===== src/rtl/fpa_pkg.sv =====
// ----------------------------------------------------------------------------
// fpa_pkg: shared types and constants of the flight phase annunciator
// Phase codes, command codes, register indexes, register resets and the
// structs that pass between the submodules.
// ----------------------------------------------------------------------------
package fpa_pkg;

  localparam int unsigned PhaseW   = 5;
  localparam int unsigned CfgIdxW  = 3;
  localparam int unsigned CfgDataW = 64;

  typedef enum logic [PhaseW-1:0] {
    PH_PREFLIGHT       = 5'd0,
    PH_TAXI            = 5'd1,
    PH_TAKEOFF         = 5'd2,
    PH_CLIMB           = 5'd3,
    PH_CRUISE          = 5'd4,
    PH_ASCENT          = 5'd5,
    PH_ORBIT           = 5'd6,
    PH_REENTRY         = 5'd7,
    PH_APPROACH        = 5'd8,
    PH_LANDING         = 5'd9,
    PH_FAULT           = 5'd10,
    PH_ABORT_TAKEOFF   = 5'd11,
    PH_GO_AROUND       = 5'd12,
    PH_HOLDING_PATTERN = 5'd13,
    PH_DIVERT          = 5'd14,
    PH_SHALLOW_REENTRY = 5'd15,
    PH_POST_LANDING    = 5'd16,
    PH_THERMAL_OVLD    = 5'd17
  } phase_e;

  localparam logic [PhaseW-1:0] PhLastKnown = PH_THERMAL_OVLD;

  typedef enum logic {
    FUNC_TELEMETRY = 1'b0,
    FUNC_COMMAND   = 1'b1
  } func_e;

  typedef enum logic [CfgIdxW-1:0] {
    CFG_GROUND_ALT   = 3'd0,
    CFG_CLIMB_ALT    = 3'd1,
    CFG_CRUISE_ALT   = 3'd2,
    CFG_ORBIT_ALT    = 3'd3,
    CFG_LOW_ALTS     = 3'd4,
    CFG_THROTTLE_THR = 3'd5,
    CFG_VSPEED_THR   = 3'd6,
    CFG_AIRSPEED_THR = 3'd7
  } cfg_idx_e;

  localparam logic [15:0] GroundAltRst   = 16'd10;
  localparam logic [24:0] ClimbAltRst    = 25'd500;
  localparam logic [24:0] CruiseAltRst   = 25'd30000;
  localparam logic [24:0] OrbitAltRst    = 25'd1000000;
  localparam logic [63:0] LowAltsRst     = 64'h0000_7530_0000_0096;
  localparam logic [31:0] ThrottleThrRst = 32'hF233_CC0D;
  localparam logic [47:0] VspeedThrRst   = 48'hFFCE_0032_0005;
  localparam logic [31:0] AirspeedThrRst = 32'h0005_0096;

  // threshold register file contents
  typedef struct packed {
    logic [15:0] ground_alt;
    logic [24:0] climb_alt;
    logic [24:0] cruise_alt;
    logic [24:0] orbit_alt;
    logic [63:0] low_alts;
    logic [31:0] throttle_thr;
    logic [47:0] vspeed_thr;
    logic [31:0] airspeed_thr;
  } cfg_t;

  // telemetry predicates used by the transition rules
  typedef struct packed {
    logic grounded;
    logic climbing;
    logic leveled;
    logic thr_gt_taxi;
    logic thr_gt_takeoff;
    logic thr_lt_abort;
    logic thr_gt_ascent;
    logic above_cruise;
    logic above_orbit;
    logic below_approach;
    logic below_flare;
    logic spd_lt_rollout;
    logic spd_lt_stopped;
    logic vs_lt_deorbit;
  } cond_t;

endpackage


===== src/rtl/fpa_cfg_regs.sv =====
// ----------------------------------------------------------------------------
// fpa_cfg_regs: threshold register file
// Eight write-only threshold registers, each truncated to its own width.
// ----------------------------------------------------------------------------
module fpa_cfg_regs import fpa_pkg::*; (
  input  logic                clk_i,
  input  logic                rst_ni,
  input  logic                cfg_we_i,
  input  logic [CfgIdxW-1:0]  cfg_index_i,
  input  logic [CfgDataW-1:0] cfg_data_i,
  output cfg_t                cfg_o
);

  cfg_t cfg_q;
  cfg_t cfg_d;

  always_comb begin
    cfg_d = cfg_q;
    if (cfg_we_i) begin
      case (cfg_idx_e'(cfg_index_i))
        CFG_GROUND_ALT:   cfg_d.ground_alt   = cfg_data_i[15:0];
        CFG_CLIMB_ALT:    cfg_d.climb_alt    = cfg_data_i[24:0];
        CFG_CRUISE_ALT:   cfg_d.cruise_alt   = cfg_data_i[24:0];
        CFG_ORBIT_ALT:    cfg_d.orbit_alt    = cfg_data_i[24:0];
        CFG_LOW_ALTS:     cfg_d.low_alts     = cfg_data_i[63:0];
        CFG_THROTTLE_THR: cfg_d.throttle_thr = cfg_data_i[31:0];
        CFG_VSPEED_THR:   cfg_d.vspeed_thr   = cfg_data_i[47:0];
        CFG_AIRSPEED_THR: cfg_d.airspeed_thr = cfg_data_i[31:0];
        default: ;
      endcase
    end
  end

  always_ff @(posedge clk_i or negedge rst_ni) begin
    if (!rst_ni) begin
      cfg_q.ground_alt   <= GroundAltRst;
      cfg_q.climb_alt    <= ClimbAltRst;
      cfg_q.cruise_alt   <= CruiseAltRst;
      cfg_q.orbit_alt    <= OrbitAltRst;
      cfg_q.low_alts     <= LowAltsRst;
      cfg_q.throttle_thr <= ThrottleThrRst;
      cfg_q.vspeed_thr   <= VspeedThrRst;
      cfg_q.airspeed_thr <= AirspeedThrRst;
    end else begin
      cfg_q <= cfg_d;
    end
  end

  assign cfg_o = cfg_q;

endmodule


===== src/rtl/fpa_eval.sv =====
// ----------------------------------------------------------------------------
// fpa_eval: telemetry comparators
// Compares one telemetry frame against the thresholds, all in parallel.
// ----------------------------------------------------------------------------
module fpa_eval import fpa_pkg::*; (
  input  cfg_t                cfg_i,
  input  logic signed [25:0]  altitude_i,
  input  logic        [16:0]  airspeed_i,
  input  logic signed [17:0]  vspeed_i,
  input  logic        [7:0]   throttle_i,
  output cond_t               cond_o
);

  // altitudes compared on a common 34-bit signed scale
  logic signed [33:0] alt_x;
  logic signed [33:0] ground_x;
  logic signed [33:0] climb_x;
  logic signed [33:0] cruise_x;
  logic signed [33:0] orbit_x;
  logic signed [33:0] flare_x;
  logic signed [33:0] approach_x;
  logic        [17:0] abs_vs;
  logic signed [17:0] deorbit_x;
  logic               vs_pos;
  logic               gnd_alt_ok;
  logic               gnd_vs_ok;

  assign alt_x      = {{8{altitude_i[25]}}, altitude_i};
  assign ground_x   = $signed({18'd0, cfg_i.ground_alt});
  assign climb_x    = $signed({9'd0, cfg_i.climb_alt});
  assign cruise_x   = $signed({9'd0, cfg_i.cruise_alt});
  assign orbit_x    = $signed({9'd0, cfg_i.orbit_alt});
  assign flare_x    = $signed({2'd0, cfg_i.low_alts[31:0]});
  assign approach_x = $signed({2'd0, cfg_i.low_alts[63:32]});

  // magnitude of the most negative speed still fits as unsigned
  assign abs_vs    = vspeed_i[17] ? (~vspeed_i + 18'd1) : vspeed_i;
  assign deorbit_x = {{2{cfg_i.vspeed_thr[47]}}, cfg_i.vspeed_thr[47:32]};
  assign vs_pos    = !vspeed_i[17] && (|vspeed_i);

  assign gnd_alt_ok = alt_x <= ground_x;
  assign gnd_vs_ok  = abs_vs <= {2'd0, cfg_i.vspeed_thr[15:0]};

  always_comb begin
    cond_o.grounded       = gnd_alt_ok && gnd_vs_ok;
    cond_o.climbing       = (alt_x > climb_x) && vs_pos;
    cond_o.leveled        = abs_vs < {2'd0, cfg_i.vspeed_thr[31:16]};
    cond_o.thr_gt_taxi    = throttle_i > cfg_i.throttle_thr[7:0];
    cond_o.thr_gt_takeoff = throttle_i > cfg_i.throttle_thr[15:8];
    cond_o.thr_lt_abort   = throttle_i < cfg_i.throttle_thr[23:16];
    cond_o.thr_gt_ascent  = throttle_i > cfg_i.throttle_thr[31:24];
    cond_o.above_cruise   = alt_x > cruise_x;
    cond_o.above_orbit    = alt_x > orbit_x;
    cond_o.below_approach = alt_x < approach_x;
    cond_o.below_flare    = alt_x < flare_x;
    cond_o.spd_lt_rollout = airspeed_i < {1'b0, cfg_i.airspeed_thr[15:0]};
    cond_o.spd_lt_stopped = airspeed_i < {1'b0, cfg_i.airspeed_thr[31:16]};
    cond_o.vs_lt_deorbit  = vspeed_i < deorbit_x;
  end

endmodule


===== src/rtl/fpa_phase_logic.sv =====
// ----------------------------------------------------------------------------
// fpa_phase_logic: phase transition rules
// Picks the next phase from the current one, the telemetry predicates or
// a forced phase command, and flags change and acceptance.
// ----------------------------------------------------------------------------
module fpa_phase_logic import fpa_pkg::*; (
  input  phase_e              phase_i,
  input  cond_t               cond_i,
  input  logic                func_i,
  input  logic [PhaseW-1:0]   requested_phase_i,
  output phase_e              phase_o,
  output logic                changed_o,
  output logic                accepted_o
);

  phase_e tel_phase;

  // first matching rule of the current phase wins
  always_comb begin
    tel_phase = phase_i;
    case (phase_i)
      PH_PREFLIGHT: begin
        if (cond_i.grounded && cond_i.thr_gt_taxi) tel_phase = PH_TAXI;
      end
      PH_TAXI: begin
        if (cond_i.grounded && cond_i.thr_gt_takeoff) tel_phase = PH_TAKEOFF;
      end
      PH_TAKEOFF: begin
        if (cond_i.climbing) tel_phase = PH_CLIMB;
        else if (cond_i.grounded && cond_i.thr_lt_abort) tel_phase = PH_ABORT_TAKEOFF;
      end
      PH_ABORT_TAKEOFF: begin
        if (cond_i.grounded && cond_i.spd_lt_rollout) tel_phase = PH_TAXI;
      end
      PH_CLIMB: begin
        if (cond_i.above_cruise && cond_i.leveled) tel_phase = PH_CRUISE;
      end
      PH_CRUISE: begin
        if (cond_i.thr_gt_ascent) tel_phase = PH_ASCENT;
      end
      PH_ASCENT: begin
        if (cond_i.above_orbit && cond_i.leveled) tel_phase = PH_ORBIT;
      end
      PH_ORBIT: begin
        if (cond_i.vs_lt_deorbit) tel_phase = PH_REENTRY;
      end
      PH_REENTRY: begin
        if (cond_i.below_approach) tel_phase = PH_APPROACH;
      end
      PH_APPROACH: begin
        if (!cond_i.grounded && cond_i.thr_gt_ascent) tel_phase = PH_GO_AROUND;
        else if (cond_i.below_flare) tel_phase = PH_LANDING;
      end
      PH_LANDING: begin
        if (!cond_i.grounded && cond_i.thr_gt_ascent) tel_phase = PH_GO_AROUND;
        else if (cond_i.grounded && cond_i.spd_lt_rollout) tel_phase = PH_POST_LANDING;
      end
      PH_GO_AROUND: begin
        if (cond_i.climbing) tel_phase = PH_CLIMB;
      end
      PH_POST_LANDING: begin
        if (cond_i.spd_lt_stopped) tel_phase = PH_TAXI;
      end
      default: tel_phase = phase_i;  // phases without rules hold
    endcase
  end

  always_comb begin
    if (func_e'(func_i) == FUNC_COMMAND) begin
      changed_o = 1'b1;
      if (requested_phase_i > PhLastKnown) begin
        phase_o    = PH_FAULT;
        accepted_o = 1'b0;
      end else begin
        phase_o    = phase_e'(requested_phase_i);
        accepted_o = 1'b1;
      end
    end else begin
      phase_o    = tel_phase;
      changed_o  = tel_phase != phase_i;
      accepted_o = 1'b1;
    end
  end

endmodule


===== src/rtl/flight_phase_annunciator_unit.sv =====
// ----------------------------------------------------------------------------
// flight_phase_annunciator_unit: phase-of-flight annunciator
// Input register, comparators and rule logic, result register. The phase
// state updates when an item moves into the result register.
//
//   channel | direction | handshake              | payload
//   --------+-----------+------------------------+---------------------------
//   in      | sink      | in_valid_i/in_stall_o  | func, altitude, airspeed,
//           |           |                        | vspeed, throttle,
//           |           |                        | requested_phase
//   out     | source    | out_valid_o/out_stall_i| phase, previous_phase,
//           |           |                        | changed, accepted
//   cfg     | sink      | cfg_we_i               | cfg_index_i, cfg_data_i
//
// One item per cycle while the output does not stall; an item passes the input
// register, then the result register. The phase register loops via compare and
// rule logic only, so back-to-back items see each other's phase with no gap.
// Reset: phase PREFLIGHT, thresholds at their defaults, both stages empty.
// A stalled output holds the result; the input stalls only when its stage
// is full and cannot move on.
// ----------------------------------------------------------------------------
module flight_phase_annunciator_unit import fpa_pkg::*; (
  input  logic                clk_i,
  input  logic                rst_ni,
  input  logic                in_valid_i,
  output logic                in_stall_o,
  input  logic                func_i,
  input  logic signed [25:0]  altitude_i,
  input  logic        [16:0]  airspeed_i,
  input  logic signed [17:0]  vspeed_i,
  input  logic        [7:0]   throttle_i,
  input  logic [PhaseW-1:0]   requested_phase_i,
  output logic                out_valid_o,
  input  logic                out_stall_i,
  output logic [PhaseW-1:0]   phase_o,
  output logic [PhaseW-1:0]   previous_phase_o,
  output logic                changed_o,
  output logic                accepted_o,
  input  logic                cfg_we_i,
  input  logic [CfgIdxW-1:0]  cfg_index_i,
  input  logic [CfgDataW-1:0] cfg_data_i
);

  cfg_t   cfg;
  cond_t  cond;
  phase_e next_phase;
  logic   next_changed;
  logic   next_accepted;

  // input stage
  logic                in_valid_q;
  logic                in_valid_d;
  logic                func_q;
  logic signed [25:0]  altitude_q;
  logic        [16:0]  airspeed_q;
  logic signed [17:0]  vspeed_q;
  logic        [7:0]   throttle_q;
  logic [PhaseW-1:0]   req_q;

  // state and result stage
  phase_e phase_q;
  phase_e phase_d;
  logic   out_valid_q;
  logic   out_valid_d;
  phase_e res_phase_q;
  phase_e res_prev_q;
  logic   res_changed_q;
  logic   res_accepted_q;

  logic in_xfer;
  logic advance;
  logic out_hold;

  assign out_hold   = out_valid_q && out_stall_i;
  assign advance    = in_valid_q && !out_hold;
  assign in_stall_o = in_valid_q && out_hold;
  assign in_xfer    = in_valid_i && !in_stall_o;

  assign in_valid_d  = in_xfer || (in_valid_q && !advance);
  assign out_valid_d = advance || out_hold;
  assign phase_d     = advance ? next_phase : phase_q;

  fpa_cfg_regs u_cfg (
    .clk_i       (clk_i),
    .rst_ni      (rst_ni),
    .cfg_we_i    (cfg_we_i),
    .cfg_index_i (cfg_index_i),
    .cfg_data_i  (cfg_data_i),
    .cfg_o       (cfg)
  );

  fpa_eval u_eval (
    .cfg_i      (cfg),
    .altitude_i (altitude_q),
    .airspeed_i (airspeed_q),
    .vspeed_i   (vspeed_q),
    .throttle_i (throttle_q),
    .cond_o     (cond)
  );

  fpa_phase_logic u_rules (
    .phase_i           (phase_q),
    .cond_i            (cond),
    .func_i            (func_q),
    .requested_phase_i (req_q),
    .phase_o           (next_phase),
    .changed_o         (next_changed),
    .accepted_o        (next_accepted)
  );

  always_ff @(posedge clk_i or negedge rst_ni) begin
    if (!rst_ni) begin
      in_valid_q  <= 1'b0;
      out_valid_q <= 1'b0;
      phase_q     <= PH_PREFLIGHT;
    end else begin
      in_valid_q  <= in_valid_d;
      out_valid_q <= out_valid_d;
      phase_q     <= phase_d;
    end
  end

  always_ff @(posedge clk_i) begin
    if (in_xfer) begin
      func_q     <= func_i;
      altitude_q <= altitude_i;
      airspeed_q <= airspeed_i;
      vspeed_q   <= vspeed_i;
      throttle_q <= throttle_i;
      req_q      <= requested_phase_i;
    end
  end

  always_ff @(posedge clk_i) begin
    if (advance) begin
      res_phase_q    <= next_phase;
      res_prev_q     <= phase_q;
      res_changed_q  <= next_changed;
      res_accepted_q <= next_accepted;
    end
  end

  assign out_valid_o      = out_valid_q;
  assign phase_o          = res_phase_q;
  assign previous_phase_o = res_prev_q;
  assign changed_o        = res_changed_q;
  assign accepted_o       = res_accepted_q;

  // result register tracks the phase state right after each load
  a_phase_tracks_state : assert property (@(posedge clk_i) disable iff (!rst_ni)
    advance |=> (res_phase_q == phase_q))
    else $error("result phase differs from phase state");

  // a rejected command always lands in FAULT and counts as a change
  a_reject_is_fault : assert property (@(posedge clk_i) disable iff (!rst_ni)
    (out_valid_q && !res_accepted_q) |-> (res_phase_q == PH_FAULT && res_changed_q))
    else $error("rejected command without FAULT");

  // no change flagged means the phase stayed put
  a_unchanged_holds : assert property (@(posedge clk_i) disable iff (!rst_ni)
    (out_valid_q && !res_changed_q) |-> (res_phase_q == res_prev_q))
    else $error("phase moved without change flag");

  // phase state moves only when an item enters the result register
  a_phase_only_on_advance : assert property (@(posedge clk_i) disable iff (!rst_ni)
    !advance |=> $stable(phase_q))
    else $error("phase state moved without an item");

  // input stage never drops an item while the output is stalled
  a_no_overrun : assert property (@(posedge clk_i) disable iff (!rst_ni)
    (in_valid_q && out_hold) |=> (in_valid_q && $stable(func_q) && $stable(req_q)))
    else $error("input stage overwritten while stalled");

endmodule

===== config.mk =====
export PLATFORM = sky130hd
export DESIGN_NAME = flight_phase_annunciator_unit
export DESIGN_NICKNAME = d
export VERILOG_FILES = /design/src/rtl/fpa_pkg.sv /design/src/rtl/fpa_cfg_regs.sv /design/src/rtl/fpa_eval.sv /design/src/rtl/fpa_phase_logic.sv /design/src/rtl/flight_phase_annunciator_unit.sv
export SDC_FILE = /design/constraint.sdc
export NUM_CORES = 1
export LEC_CHECK = 0
export ABC_AREA = 1
export BUFFER_PORTS_ARGS = -buffer_cell sky130_fd_sc_hd__buf_4
export CORE_ASPECT_RATIO = 0.8
export CORE_MARGIN = 1.5
export CORE_UTILIZATION = 30
export CTS_BUF_LIST = sky130_fd_sc_hd__clkbuf_4 sky130_fd_sc_hd__clkbuf_8
export DETAILED_ROUTE_END_ITERATION = 7
export PLACE_DENSITY = 0.57
export SYNTH_ARGS = -nofsm -noshare
export SYNTH_HDL_FRONTEND = slang
export SYNTH_SLANG_ARGS = --single-unit

===== constraint.sdc =====
create_clock -name clk_i -period 2.9 [get_ports clk_i]
set_input_delay 0.29 -clock clk_i [delete_from_list [all_inputs] [get_ports clk_i]]
set_output_delay 0.29 -clock clk_i [all_outputs]
set_load 0.05 [all_outputs]

======== After elaboration in Yosys (flattened, before gate mapping) ========
Index checks and enable logic that the tools add are counted.
cells by class
  add/subtract/negate cells ............... 1
  $lt $le $gt $ge ......................... 16
  equal/unequal tests ..................... 20
  multiplexer cells ....................... 21
  bitwise gates (word level) .............. 1
  reduce and logical (&&, ||, !) cells .... 33
operators by type and width
  cell                     number
  $mux W5                  18
  $gt A26 B26 Y1           3
  $lt A26 B33 Y1           2
  $pmux W5 S13             1
  $lt A18 B16 Y1           2
  $lt A17 B16 Y1           2
  $le A26 B17 Y1           1
  $gt A8 B8 Y1             3
  $eq A5 B3 Y1 const B     4
  $eq A5 B4 Y1 const B     4
  $add A18 B1 Y18 const B  1
  $le A18 B16 Y1           1
  $mux W18                 1
  $not A18 Y18             1
  $reduce_or A18 Y1        1
  $reduce_and A2 Y1        8
  $logic_and A1 B1 Y1      15
  $eq A3 B3 Y1 const B     4
  $eq A5 B2 Y1 const B     2
  $lt A8 B8 Y1             1
  $eq A3 B2 Y1 const B     2
  $eq A5 B1 Y1 const B     1
  $eq A5 B5 Y1 const B     1
  $gt A5 B5 Y1 const B     1
  other kinds (7)          12
word-level totals
  register bits after elaboration ......... 361
  bits of input ports ..................... 147
  output and inout bits ................... 14

======== Depth between registers and ports, before layout ========
Gate-level depths: netlist (run 1).
  depth in word-level cells ............... 10
  mapped depth ............................ 27

======== Modules after synthesis ========
A second synthesis (run 1) with hierarchy kept.
unflattened totals
  cells, all modules ...................... 2632
  area total of the unflattened synthesis .. 21420.5 µm²
modules (own cells, without submodules)
  module                         times used  cells an instance  area each (µm²)  sequential area each (µm²)
  fpa_cfg_regs                   1           1174               10412.5          6772.7
  fpa_eval                       1           1167               7313.3           0.0
  flight_phase_annunciator_unit  1           120                2905.3           2787.7
  fpa_phase_logic                1           171                789.5            0.0

======== Least setup slack after synthesis (run 1) ========
OpenSTA, ideal clock, no wires.
  path type ............................... register to register
  start point ............................. register out_valid_q, in the netlist out_valid_o
  end point ............................... register airspeed_q[0] (enable)
  library setup time ...................... 0.589 ns
  data arrival time ....................... 2.511 ns
  data required time ...................... 2.311 ns
  setup slack ............................. -0.200 ns
  stages on the path, launching flop included .. 6
  buffers on the path ..................... 0
  path through ............................ dfrtp_1 -> nand2_1 -> nor2_1 -> inv_1 -> nand2_1 -> inv_1
between the ends
  longest elaborated chain between the ends .. 4
ends and longest elaborated chain
  element                 RTL line                              RTL
  start, declared         flight_phase_annunciator_unit.sv:63   logic out_valid_q;
  start signal, assigned  flight_phase_annunciator_unit.sv:118  out_valid_q <= out_valid_d;
  $logic_and A1 B1 Y1     flight_phase_annunciator_unit.sv:74   assign out_hold = out_valid_q && out_stall_i;
  $logic_and A1 B1 Y1     flight_phase_annunciator_unit.sv:76   assign in_stall_o = in_valid_q && out_hold;
  named net in_stall_o    flight_phase_annunciator_unit.sv:26   output logic in_stall_o,
  $logic_not A1 Y1        flight_phase_annunciator_unit.sv:77   assign in_xfer = in_valid_i && !in_stall_o;
  $logic_and A1 B1 Y1     flight_phase_annunciator_unit.sv:77
  named net in_xfer       flight_phase_annunciator_unit.sv:70   logic in_xfer;
  end signal, assigned    flight_phase_annunciator_unit.sv:127  airspeed_q <= airspeed_i;
  end, declared           flight_phase_annunciator_unit.sv:55   logic [16:0] airspeed_q;
The timed path passes the listed nets, and every way through them passes these cells.
A chain may end at the register's enable or synchronous reset.

======== Worst setup path in the final report (run 1) ========
  start point ............................. register vspeed_q[1]
  end point ............................... register res_phase_q[0], in the netlist phase_o[0] (data pin)
between the ends
  longest elaborated chain between the ends .. 10
ends and longest elaborated chain
  element                                      RTL line                                                             RTL
  start, declared                              flight_phase_annunciator_unit.sv:56                                  logic signed [17:0] vspeed_q;
  start signal, assigned                       flight_phase_annunciator_unit.sv:128                                 vspeed_q <= vspeed_i;
  $not A18 Y18                                 fpa_eval.sv:37                                                       assign abs_vs = vspeed_i[17] ? (~vspeed_i + 18'd1) : vspeed_i;
  $add A18 B1 Y18                              fpa_eval.sv:37
  $mux W18                                     fpa_eval.sv:37
  $le A18 B16 Y1                               fpa_eval.sv:42                                                       assign gnd_vs_ok = abs_vs <= {2'd0, cfg_i.vspeed_thr[15:0]};
  $logic_and A1 B1 Y1                          fpa_eval.sv:45                                                       cond_o.grounded = gnd_alt_ok && gnd_vs_ok;
  $logic_and A1 B1 Y1 (tied with other cells)  fpa_phase_logic.sv:33, fpa_phase_logic.sv:56
  $mux W5 (tied with other cells)              fpa_phase_logic.sv:56                                                else if (cond_i.grounded && cond_i.spd_lt_rollout) tel_phase = PH_POST_LANDING;
  $mux W5 (on tied branches)                   fpa_phase_logic.sv:55, fpa_phase_logic.sv:29, fpa_phase_logic.sv:51
  $pmux W5 S13 (*)                             fpa_phase_logic.sv:21                                                case (phase_i)
  $mux W5 (*)                                  fpa_phase_logic.sv:69                                                if (func_e'(func_i) == FUNC_COMMAND) begin
  named net next_phase[0]                      flight_phase_annunciator_unit.sv:46                                  phase_e next_phase;
  end signal, assigned                         flight_phase_annunciator_unit.sv:136                                 res_phase_q <= next_phase;
  end, declared                                flight_phase_annunciator_unit.sv:65                                  phase_e res_phase_q;
The timed path passes the listed nets; every way through them passes the cells marked *.

==> flow_summary_export.csv, run 1 <==
group,metric,value,unit
synthesis,synth_edf_count,87,
synthesis,synth_area_leaders,"dfrtp_1 24%, ha_1 16%, edfxtp_1 13%",
routing,antenna_left,0,
power,p_leak,13.07,nW
setup_path,worstPathRequired,3.32,ns
global_routing,grt_pass1_vias,16491,
synthesis,synth_area,20720,sq um
die,core,67750,sq um
timing,period_share,109.4,%
synthesis,synth_flop_cell,"dfrtp_1",
synthesis,ys_seq_elements,361,
power,peakVddDrop,0.3992,mV
timing,hold_viol_final,0,
setup_path,crit_path_start_kind,"register",
routing,detailedRoute.firstIterationViolations,1214,
setup_path,ff2ff_setup_slack,-0.27,ns
setup_path,startpoint,"vspeed_q[1]",
setup_path,end_kind,"register",
power,power.density,648.8,nW/um^2
timing,report.final.slew_viol_count,0,
synthesis,synthCells,2407,
timing,rsz0062_at_grt,"yes",
clocking,cts_tree,"built",
cells_and_area,multi_input_area,9618,sq um
clocking,clk_latency,0.67,ns
power,p_seq_share,39.0,%
setup_path,worstReg2RegEnd,"phase_o[0]",
setup_path,path_cells,"inv_2, nand3_4, nor2_4, nand2_2, nor3_4, a21oi_2, xor2_2, ha_1, a21oi_1, nor2_1, a211oi_1, nand2_1, nand2_1, nand3_2, nor2_1, nor2_1, nor2_1, nand2_1, nor2_4, nand3_2, buf_4, nand3_2, nand2_2",
setup_path,crit_slowest_cell,"edfxtp_1",
routing,drc,0,
clocking,clock_sinks,361,
placed_design,dp_slack,-0.3577,ns
synthesis,synthArstFlopShare,75.90,%
global_routing,grt_remaining_overflow,0,
cells_and_area,register_area,9560,sq um
power,internal_power,0.01154,W
cells_and_area,drive_gt1_share,19.60,%
run_status,status,"complete, but fails checks",
hold_path,hold_class,"in2async",
global_routing,grt_pass1_wl,96680,microns
placed_design,io_buffer_count,160,
placed_design,post-dp-hpwl,45400,microns
die,num_io_pins,161,
placed_design,finalWeightedCongestion,0.8509,
power,clock_power_share,31.3,%
clocking,cts_buffer_depth,3,
setup_path,r2r_start,"vspeed_q[1]",
synthesis,yosysSeqAreaShare,46.14,%
routing,wire_per_inst,16.57,microns
global_routing,grt_max_degree,82,
timing,slew-limit-headroom,25.26,%
routing,first_pass_iters,5,
power,p_switching,0.005914,W
synthesis,synth.distinct_cells,53,
timing,fin_skew,0.04353,ns
run,maxCapViolations,0,
setup_path,cp_common_cell,"nor2_1",
cells_and_area,fin_nets,3238,
clocking,htreeDepth,2,
die,row_count,85,
routing,viasPerCell,4.541,
clocking,root_buffer,"clkbuf_8",
synthesis,syn-num-nets,2815,
synthesis,synth_top_area_share,24.28,%
synthesis,synth_area_leader_cell,"dfrtp_1",
placed_design,dpl_cell_area,23770,sq um
synthesis,ys_warn_count,0,
cells_and_area,syn_to_final_growth,29.87,%
timing,min_period,3.171,ns
die,die_area,70660,sq um
die,dieHeight,238.1,microns
cells_and_area,fillerInstances,6834,
setup_path,arrival,3.59,ns
power,combPwrFrac,29.7,%
setup_path,path_class,"reg2reg",
run_status,violations,"negative setup slack",
timing,setup_viol,11,
die,die_w,296.8,microns
power,power,0.01746,W
setup_path,slowest_delay,0.40,ns
synthesis,avgSynthCellArea,8.608,sq um
die,start_util,30.58,%
global_routing,grt_use_total,17.81,%
timing,fmax,315.3,MHz
routing,via_count,17242,
timing,tightestPinTransition,1.121,ns
clocking,numCtsBuffers,61,
global_routing,antenna_found_initial,6,
cells_and_area,design_area,26910,sq um
setup_path,r2r.worst_path.cells,23,
power,p_sw_share,33.88,%
timing,worst_slack,-0.2715,ns
clocking,clk_transition_reported_paths,0.06,ns
routing,routed_wl,62920,microns
setup_path,worstPathMaxFanout,3,
-- worst max-delay path: cells and delay by family, from the launching register on --
kind / cells / cell delay (ns)
AND/OR/NAND/NOR: 16 / 1.37
flip-flops: 1 / 0.40
XOR/XNOR: 1 / 0.20
buffers and inverters: 2 / 0.25
adder cells (fa/ha/maj): 1 / 0.32
AO/OA/AOI/OAI: 3 / 0.41
-- cell usage after synthesis (all sizes together) (11+ instances only) --
| cell type | instances |
|---|---|
| a21oi | 129 |
| clkbuf | 52 |
| dfrtp | 201 |
| dfstp | 73 |
| edfxtp | 87 |
| ha | 261 |
| inv | 411 |
| nand2 | 564 |
| nand3 | 64 |
| nand4 | 29 |
| nor2 | 155 |
| nor3 | 18 |
| o21ai | 293 |
| xor2 | 11 |
-- power by group through the flow --
stage | Sequential [W] | Combinational (W) | Clock (W)
after floorplan | 0.00689 | 0.00316 | 0
after global placement | 0.00687 | 0.00483 | 0
after detailed placement | 0.00689 | 0.00487 | 0
after CTS | 0.00681 | 0.00511 | 0.00561
after global routing | 0.00691 | 0.00594 | 0.00581
final | 0.00680 | 0.00519 | 0.00547
-- layout by cell type, fill, tap and decap left out, drive strengths merged, types with 4 or more instances in the layout --
| cell | instances |
|---|---|
| a21o | 5 |
| dfstp | 73 |
| nand3 | 64 |
| ha | 261 |
| dfrtp | 201 |
| clkbuf | 92 |
| edfxtp | 87 |
| dlygate4sd3 | 142 |
| buf | 273 |
| bufinv | 7 |
| nor3 | 18 |
| clkinv | 13 |
| nor2 | 155 |
| o21bai | 4 |
| nand4 | 29 |
| nor4 | 9 |
| a21oi | 129 |
| inv | 412 |
| xor2 | 11 |
| o21ai | 293 |
| nand2 | 564 |
| o21a | 9 |
-- worst max path at each step --
stage                      end  slack (ns)  depth (start not counted)
floorplan            changed_o       -0.02                         24
global placement     changed_o       -0.30                         24
detailed placement   changed_o       -0.36                         24
CTS                  changed_o       -0.23                         28
global route         changed_o       -0.52                         24
finish              phase_o[0]       -0.27                         23
-- layout make-up --
class	instances	area share [%]
clock buffer	92	4.264
multi-input combinational	1579	35.74
sequential	361	35.53
inverter	412	5.798
tap	913	4.245
timing repair buffer	415	13.27
clock inverter	23	1.135
antenna	2	0.01860
-- state kept, by name (all words and copies together), names as in the netlist --
name and cells:
phase_o 5, vspeed_q 18, phase_q 5, func_q 1, altitude_q 26, out_valid_o 1
u_cfg.cfg_o 267, req_q 5, in_valid_q 1, airspeed_q 17, accepted_o 1, changed_o 1
throttle_q 8, previous_phase_o 5
-- stage by stage --
stage / TNS (ns) / util [%] / cells / hold WS, ns
finish: -1.740 / 39.72 / 3797 / 0.1497
global route: -4.254 / 39.71 / 3795 / 0.1812
CTS: -1.647 / 39.56 / 3791 / 0.1389
detailed placement: -2.546 / 35.09 / 3529 / 0.2892
global placement: -2.020 / 35.09 / 3529 / 0.2871
floorplan: -0.02367 / - / 2407 / -0.005591
-- what timing repair did --
| action | 4_1_cts | 5_1_grt |
|---|---|---|
| hold endpoints to repair | 233 | 0 |
| endpoints found under the setup margin | 11 | 11 |
| resized for setup | 25 | 22 |
| pin swaps | 25 | 11 |
| hold buffers | 142 | 0 |
| buffers inserted | 6 | 4 |
-- cell families (layout without fill, tap and decap cells) --
kind of cell               Yosys count  count (layout)  synth area share [%]
and+or+nand+nor                    850             850                 17.54
DFF                                361             361                 46.14
AOI/OAI and AO/OA                  453             453                 11.37
buffers and inverters              467             942                 8.545
xor gates and xnor gates            14              14                0.5918
muxes                                1               1               0.05435
other                                0               2                     0
adders and majority gates          261             261                 15.76
-- metal layers --
layer | up-vias | GRT usage, % | part of all wire (%)
met3 | 68 | 3.405 | 6.9
met5 | - | 0 | 0
li1 | 8700 | - | -
met1 | 8014 | 26.78 | 51
met4 | 0 | 3.621 | 1.4
met2 | 460 | 26.27 | 41
(Power assumes the default switching activity.)
==> run 2, diff against run 1 <==
--- a/config.mk
+++ b/config.mk
@@ -7,12 +7,14 @@
 export LEC_CHECK = 0
 export ABC_AREA = 1
 export BUFFER_PORTS_ARGS = -buffer_cell sky130_fd_sc_hd__buf_4
+export CELL_PAD_IN_SITES_DETAIL_PLACEMENT = 1
+export CELL_PAD_IN_SITES_GLOBAL_PLACEMENT = 2
 export CORE_ASPECT_RATIO = 0.8
 export CORE_MARGIN = 1.5
 export CORE_UTILIZATION = 30
 export CTS_BUF_LIST = sky130_fd_sc_hd__clkbuf_4 sky130_fd_sc_hd__clkbuf_8
 export DETAILED_ROUTE_END_ITERATION = 7
-export PLACE_DENSITY = 0.57
+export PLACE_DENSITY = 0.79
 export SYNTH_ARGS = -nofsm -noshare
 export SYNTH_HDL_FRONTEND = slang
 export SYNTH_SLANG_ARGS = --single-unit
==> run 2 against run 1 <==
  * The run still ends with negative setup slack left
  * Critical path type unchanged
  * Cell count grew 1.0%
  * Sequential cell count is the same
  * Global-route usage grew 3.1 points
  * Critical path depth grew 2
==> flow_summary_export.csv, run 2 (synthesis gave the netlist of run 1 again) <==
group,metric,value,unit
timing,worst_slack,-0.4253,ns
setup_path,worstPathRequired,3.34,ns
routing,wire_per_inst,19.08,microns
setup_path,crit_slowest_cell,"edfxtp_1",
timing,slew-limit-headroom,37.05,%
global_routing,grt_pass1_wl,112900,microns
cells_and_area,layout_common_cells,"539 x nand2_1, 396 x inv_1, 288 x o21ai_0",
clocking,clock_sinks,361,
setup_path,worstPathMaxFanout,3,
setup_path,slowest_delay,0.41,ns
routing,antenna_left,0,
clocking,numCtsBuffers,71,
run,maxCapViolations,0,
setup_path,end_kind,"register",
setup_path,crit_path_start_kind,"register",
setup_path,r2r.worst_path.cells,25,
timing,holdWs,0.1612,ns
cells_and_area,final_common_cell,"nand2_1",
die,die_w,296.8,microns
placed_design,io_buffer_count,160,
routing,drc,0,
cells_and_area,syn_to_final_growth,31.54,%
timing,setup_viol,11,
power,power.density,666.5,nW/um^2
cells_and_area,drive_gt1_share,20.68,%
run_status,violations,"negative setup slack",
die,dieHeight,238.1,microns
cells_and_area,fin_nets,3270,
global_routing,grt_max_degree,97,
die,die_area,70660,sq um
clocking,htreeDepth,3,
clocking,clk_latency,0.68,ns
timing,report.final.slew_viol_count,0,
routing,first_pass_iters,5,
global_routing,grt_remaining_overflow,0,
routing,viasPerCell,4.736,
timing,tightestPinTransition,0.9419,ns
timing,hold_viol_final,0,
die,core,67750,sq um
clocking,cts_buffer_depth,3,
die,start_util,30.58,%
global_routing,antenna_found_initial,6,
cells_and_area,largest_reg_flops,267,
clocking,clk_transition_reported_paths,0.06,ns
placed_design,finalWeightedCongestion,0.8581,
timing,period_share,114.7,%
run_status,status,"complete, but fails checks",
die,num_io_pins,161,
placed_design,post-dp-hpwl,52180,microns
setup_path,arrival,3.77,ns
global_routing,grt_pass1_vias,19474,
routing,routed_wl,73210,microns
timing,min_period,3.325,ns
timing,rsz0062_at_grt,"yes",
timing,fmax,300.7,MHz
clocking,root_buffer,"clkbuf_8",
routing,via_count,18169,
die,row_count,85,
cells_and_area,design_area,27250,sq um
global_routing,grt_use_total,20.93,%
hold_path,hold_class,"in2async",
power,p_leak,13.26,nW
setup_path,path_class,"reg2reg",
clocking,cts_tree,"built",
placed_design,dpl_cell_area,23910,sq um
routing,detailedRoute.firstIterationViolations,1020,
timing,fin_skew,0.03851,ns
power,peakVddDrop,0.3046,mV
[run 2: cell count changes in the layout (fill, tap and decap cells not counted), sizes merged]
cell	delta
buf	+23
clkbuf	+16
bufinv	-3
inv	+2
clkinv	+1
clkinvlp	+1
dlygate4sd3	-1
[run 2: path summary, 6_finish.rpt]
path	start	slack, ns	to
setup reg to reg	vspeed_q[0]	-0.43	changed_o
hold / removal	rst_ni	0.16	u_cfg.cfg_o[115]
setup / recovery	vspeed_q[0]	-0.43	changed_o
min in group clk_i	cfg_data_i[0]	0.21	u_cfg.cfg_o[176]
hold reg to reg	u_cfg.cfg_o[89]	0.49	u_cfg.cfg_o[89]
max in group asynchronous	rst_ni	1.78	in_valid_q
[run 2: critical path: cells and delay by family (launching register included)]
| family | cells | cell delay, ns |
|---|---|---|
| flops | 1 | 0.41 |
| compound gates | 1 | 0.18 |
| buf+inv | 1 | 0.13 |
| fa+ha+maj | 1 | 0.29 |
| xor+xnor | 1 | 0.23 |
| simple gates | 21 | 1.87 |
[run 2: stage by stage]
step / worst slack, ns / setup TNS (ns) / power (W) / utilization (%) / cells
2_1_floorplan: -0.02367 / -0.02367 / 0.01005 / - / 2407
3_3_place_gp: -0.3762 / -2.748 / 0.01178 / 35.29 / 3547
3_5_place_dp: -0.4487 / -3.794 / 0.01206 / 35.29 / 3547
4_1_cts: -0.3641 / -2.755 / 0.01825 / 39.96 / 3824
5_1_grt: -0.7451 / -6.001 / 0.01945 / 40.23 / 3836
6_report: -0.4253 / -3.442 / 0.01816 / 40.23 / 3836
[run 2: final cells by class]
class                      count  area, sq um
antenna                        2        5.005
multi-input combinational   1579         9671
sequential                   361         9560
tap                          913         1142
fill                        7969        40490
timing repair buffer         437         3736
clock buffer                 108         1336
clock inverter                24        242.7
inverter                     412         1560
[run 2: power breakdown]
part | leakage, nW | total [W] | switching, W | internal [W]
Clock | 0.830 | 0.00584 | 0.00251 | 0.00333
Combinational | 8.34 | 0.00552 | 0.00333 | 0.00219
Sequential | 4.09 | 0.00681 | 0.000535 | 0.00627
Total | 13.3 | 0.0182 | 0.00637 | 0.0118
[run 2: what timing repair did]
action | CTS | global route
pin swaps | 22 | 22
hold buffers | 141 | 0
endpoints found under the hold margin | 220 | 0
gates resized for setup | 31 | 25
buffers inserted | 4 | 10
endpoints found under the setup margin | 11 | 11
[run 2: routing by layer]
| metal | vias up | track usage [%] | share of wire [%] |
|---|---|---|---|
| met1 | 8956 | 29.21 | 48 |
| li1 | 8750 | - | - |
| met5 | - | 0 | 0 |
| met4 | 0 | 5.548 | 2.2 |
| met3 | 102 | 3.733 | 4.4 |
| met2 | 361 | 33.33 | 45 |
==> run 3, diff against run 2 <==
--- a/config.mk
+++ b/config.mk
@@ -12,9 +12,9 @@
 export CORE_ASPECT_RATIO = 0.8
 export CORE_MARGIN = 1.5
 export CORE_UTILIZATION = 30
-export CTS_BUF_LIST = sky130_fd_sc_hd__clkbuf_4 sky130_fd_sc_hd__clkbuf_8
 export DETAILED_ROUTE_END_ITERATION = 7
 export PLACE_DENSITY = 0.79
+export RECOVER_POWER = 50
 export SYNTH_ARGS = -nofsm -noshare
 export SYNTH_HDL_FRONTEND = slang
 export SYNTH_SLANG_ARGS = --single-unit
==> run 3 against run 2 <==
  * Wire length shrank 2.3%
  * The flow finishes with violations (max-capacitance violations, max-slew violations, negative setup slack)
  * Via count fell by 2.2%
  * Sequential cell count did not move
  * Combinational power fell by 2%
==> flow_summary_export.csv, run 3 (synthesis gave the netlist of run 1 again) <==
group,metric,value,unit
clocking,cts_buffer_depth,3,
cells_and_area,largest_reg_flops,267,
die,start_util,30.58,%
die,dieHeight,238.1,microns
setup_path,arrival,3.65,ns
hold_path,hold_class,"in2reg",
global_routing,antenna_found_initial,3,
setup_path,slowest_delay,0.42,ns
power,p_leak,12.87,nW
cells_and_area,layoutNonFillerInstCount,3762,
timing,setup_viol,11,
timing,holdWs,0.02777,ns
clocking,clock_sinks,361,
die,row_count,85,
placed_design,dp_slack,-0.4487,ns
setup_path,crit_slowest_cell,"edfxtp_1",
setup_path,crit_path_start_kind,"register",
placed_design,finalWeightedCongestion,0.8581,
global_routing,grt_max_degree,97,
global_routing,grt_remaining_overflow,0,
routing,antenna_left,0,
routing,drc,0,
placed_design,placedCellCount,3547,
die,die_area,70660,sq um
placed_design,io_buffer_count,160,
global_routing,grt_pass1_vias,19211,
routing,wire_per_inst,19.02,microns
cells_and_area,multi_input_area,9605,sq um
clocking,clk_transition_reported_paths,0.06,ns
cells_and_area,syn_to_final_growth,28.43,%
routing,routed_wl,71560,microns
cells_and_area,final_common_cell,"nand2_1",
cells_and_area,drive_gt1_share,17.56,%
power,power.density,659.7,nW/um^2
timing,hold_viol_final,0,
routing,via_count,17778,
routing,viasPerCell,4.726,
clocking,root_buffer,"clkbuf_16",
timing,tightestPinTransition,2.403,ns
cells_and_area,register_area,9560,sq um
cells_and_area,fillerInstances,7957,
clocking,numCtsBuffers,43,
routing,first_pass_iters,5,
cells_and_area,fin_nets,3221,
timing,fin_tns_setup,-3.488,ns
global_routing,grt_pass1_wl,111700,microns
run_status,violations,"max-capacitance violations, max-slew violations, negative setup slack",
die,num_io_pins,161,
routing,detailedRoute.firstIterationViolations,977,
clocking,htreeDepth,2,
setup_path,end_kind,"register",
placed_design,post-dp-hpwl,52180,microns
setup_path,path_class,"reg2reg",
clocking,clk_latency,0.57,ns
run,maxCapViolations,6,
timing,slew-limit-headroom,-60.59,%
die,core,67750,sq um
cells_and_area,layout_common_cells,"539 x nand2_1, 398 x inv_1, 289 x o21ai_0",
setup_path,worstPathMaxFanout,7,
run_status,status,"complete, but fails checks",
die,die_w,296.8,microns
timing,report.final.slew_viol_count,373,
timing,fmax,299.0,MHz
timing,min_period,3.345,ns
setup_path,worstPathRequired,3.21,ns
power,peakVddDrop,0.3839,mV
timing,rsz0062_at_grt,"yes",
setup_path,path_cells,"inv_2, ha_2, nand3_4, nor2_4, nand2_1, nand2_2, buf_4, nand2_1, xor2_1, ha_1, nand2_1, nor2_1, nand4_1, nand2_4, nand3_4, nand2_4, buf_4, nand2_4, nor2_4, o2111ai_2, and2_1",
global_routing,grt_use_total,20.53,%
clocking,cts_tree,"built",
timing,fin_skew,0.01834,ns
timing,period_share,115.3,%
timing,worst_slack,-0.4447,ns
==> run 3: per-stage QoR <==
| step | cell area, sq um | power [W] | utilization (%) |
|---|---|---|---|
| floorplan | 20750 | 0.01005 | - |
| global placement | 23910 | 0.01178 | 35.29 |
| detailed placement | 23910 | 0.01206 | 35.29 |
| CTS | 26690 | 0.01773 | 39.39 |
| global route | 26600 | 0.01881 | 39.27 |
| finish | 26610 | 0.01756 | 39.28 |
==> run 3: final cells by class <==
cell class	instances	share of cell area [%]
Timing Repair Buffer	416	12.77
Tap cell	913	4.293
Sequential cell	361	35.93
Inverter	412	5.864
Clock inverter	15	0.3762
Clock buffer	64	4.655
Multi-Input combinational cell	1579	36.10
Antenna cell	2	0.01881
==> run 3: worst max-delay path, delay by kind of cell (launching register included) <==
| kind | cells | cell delay [ns] |
|---|---|---|
| and+or+nand+nor | 14 | 1.49 |
| adders and majority gates | 2 | 0.53 |
| DFF | 1 | 0.42 |
| buffers and inverters | 3 | 0.35 |
| xor gates and xnor gates | 1 | 0.18 |
| AOI/OAI and AO/OA | 1 | 0.14 |
==> run 3: repair_timing <==
item / in CTS / in global routing
setup endpoints to repair: 11 / 11
pin swaps: 22 / 5
resized for setup: 32 / 10
hold buffers: 127 / 0
hold endpoints to repair: 160 / 0
buffers inserted: 4 / 3
==> run 3: final timing paths <==
check,startpoint,to,slack (ns),depth (start not counted)
worst max-delay path,vspeed_q[1],phase_o[1],-0.44,21
worst min-delay path,cfg_data_i[46],u_cfg.cfg_o[158],0.03,3
worst max register to register,vspeed_q[1],phase_o[1],-0.44,21
worst min register to register,u_cfg.cfg_o[142],u_cfg.cfg_o[142],0.48,2
max in group asynchronous,rst_ni,u_cfg.cfg_o[27],0.36,3
min in group asynchronous,rst_ni,u_cfg.cfg_o[115],0.66,2
==> run 3: power by group <==
| group | leakage, nW | internal [W] | switching (W) |
|---|---|---|---|
| Clock | 0.665 | 0.00305 | 0.00228 |
| Combinational | 8.12 | 0.00212 | 0.00330 |
| Sequential | 4.09 | 0.00627 | 0.000532 |
| Total | 12.9 | 0.0114 | 0.00612 |
==> run 3: routing by layer <==
layer  up-vias  global-route usage [%]  routed length (microns)  share of wire, %
met5         -                       0                        0                 0
met4         0                   4.631                     1425               2.0
met3        83                   3.150                     3219               4.5
met2       310                   32.99                    32170                45
met1      8748                   29.03                    34750                49
li1       8637                       -                        -                 -
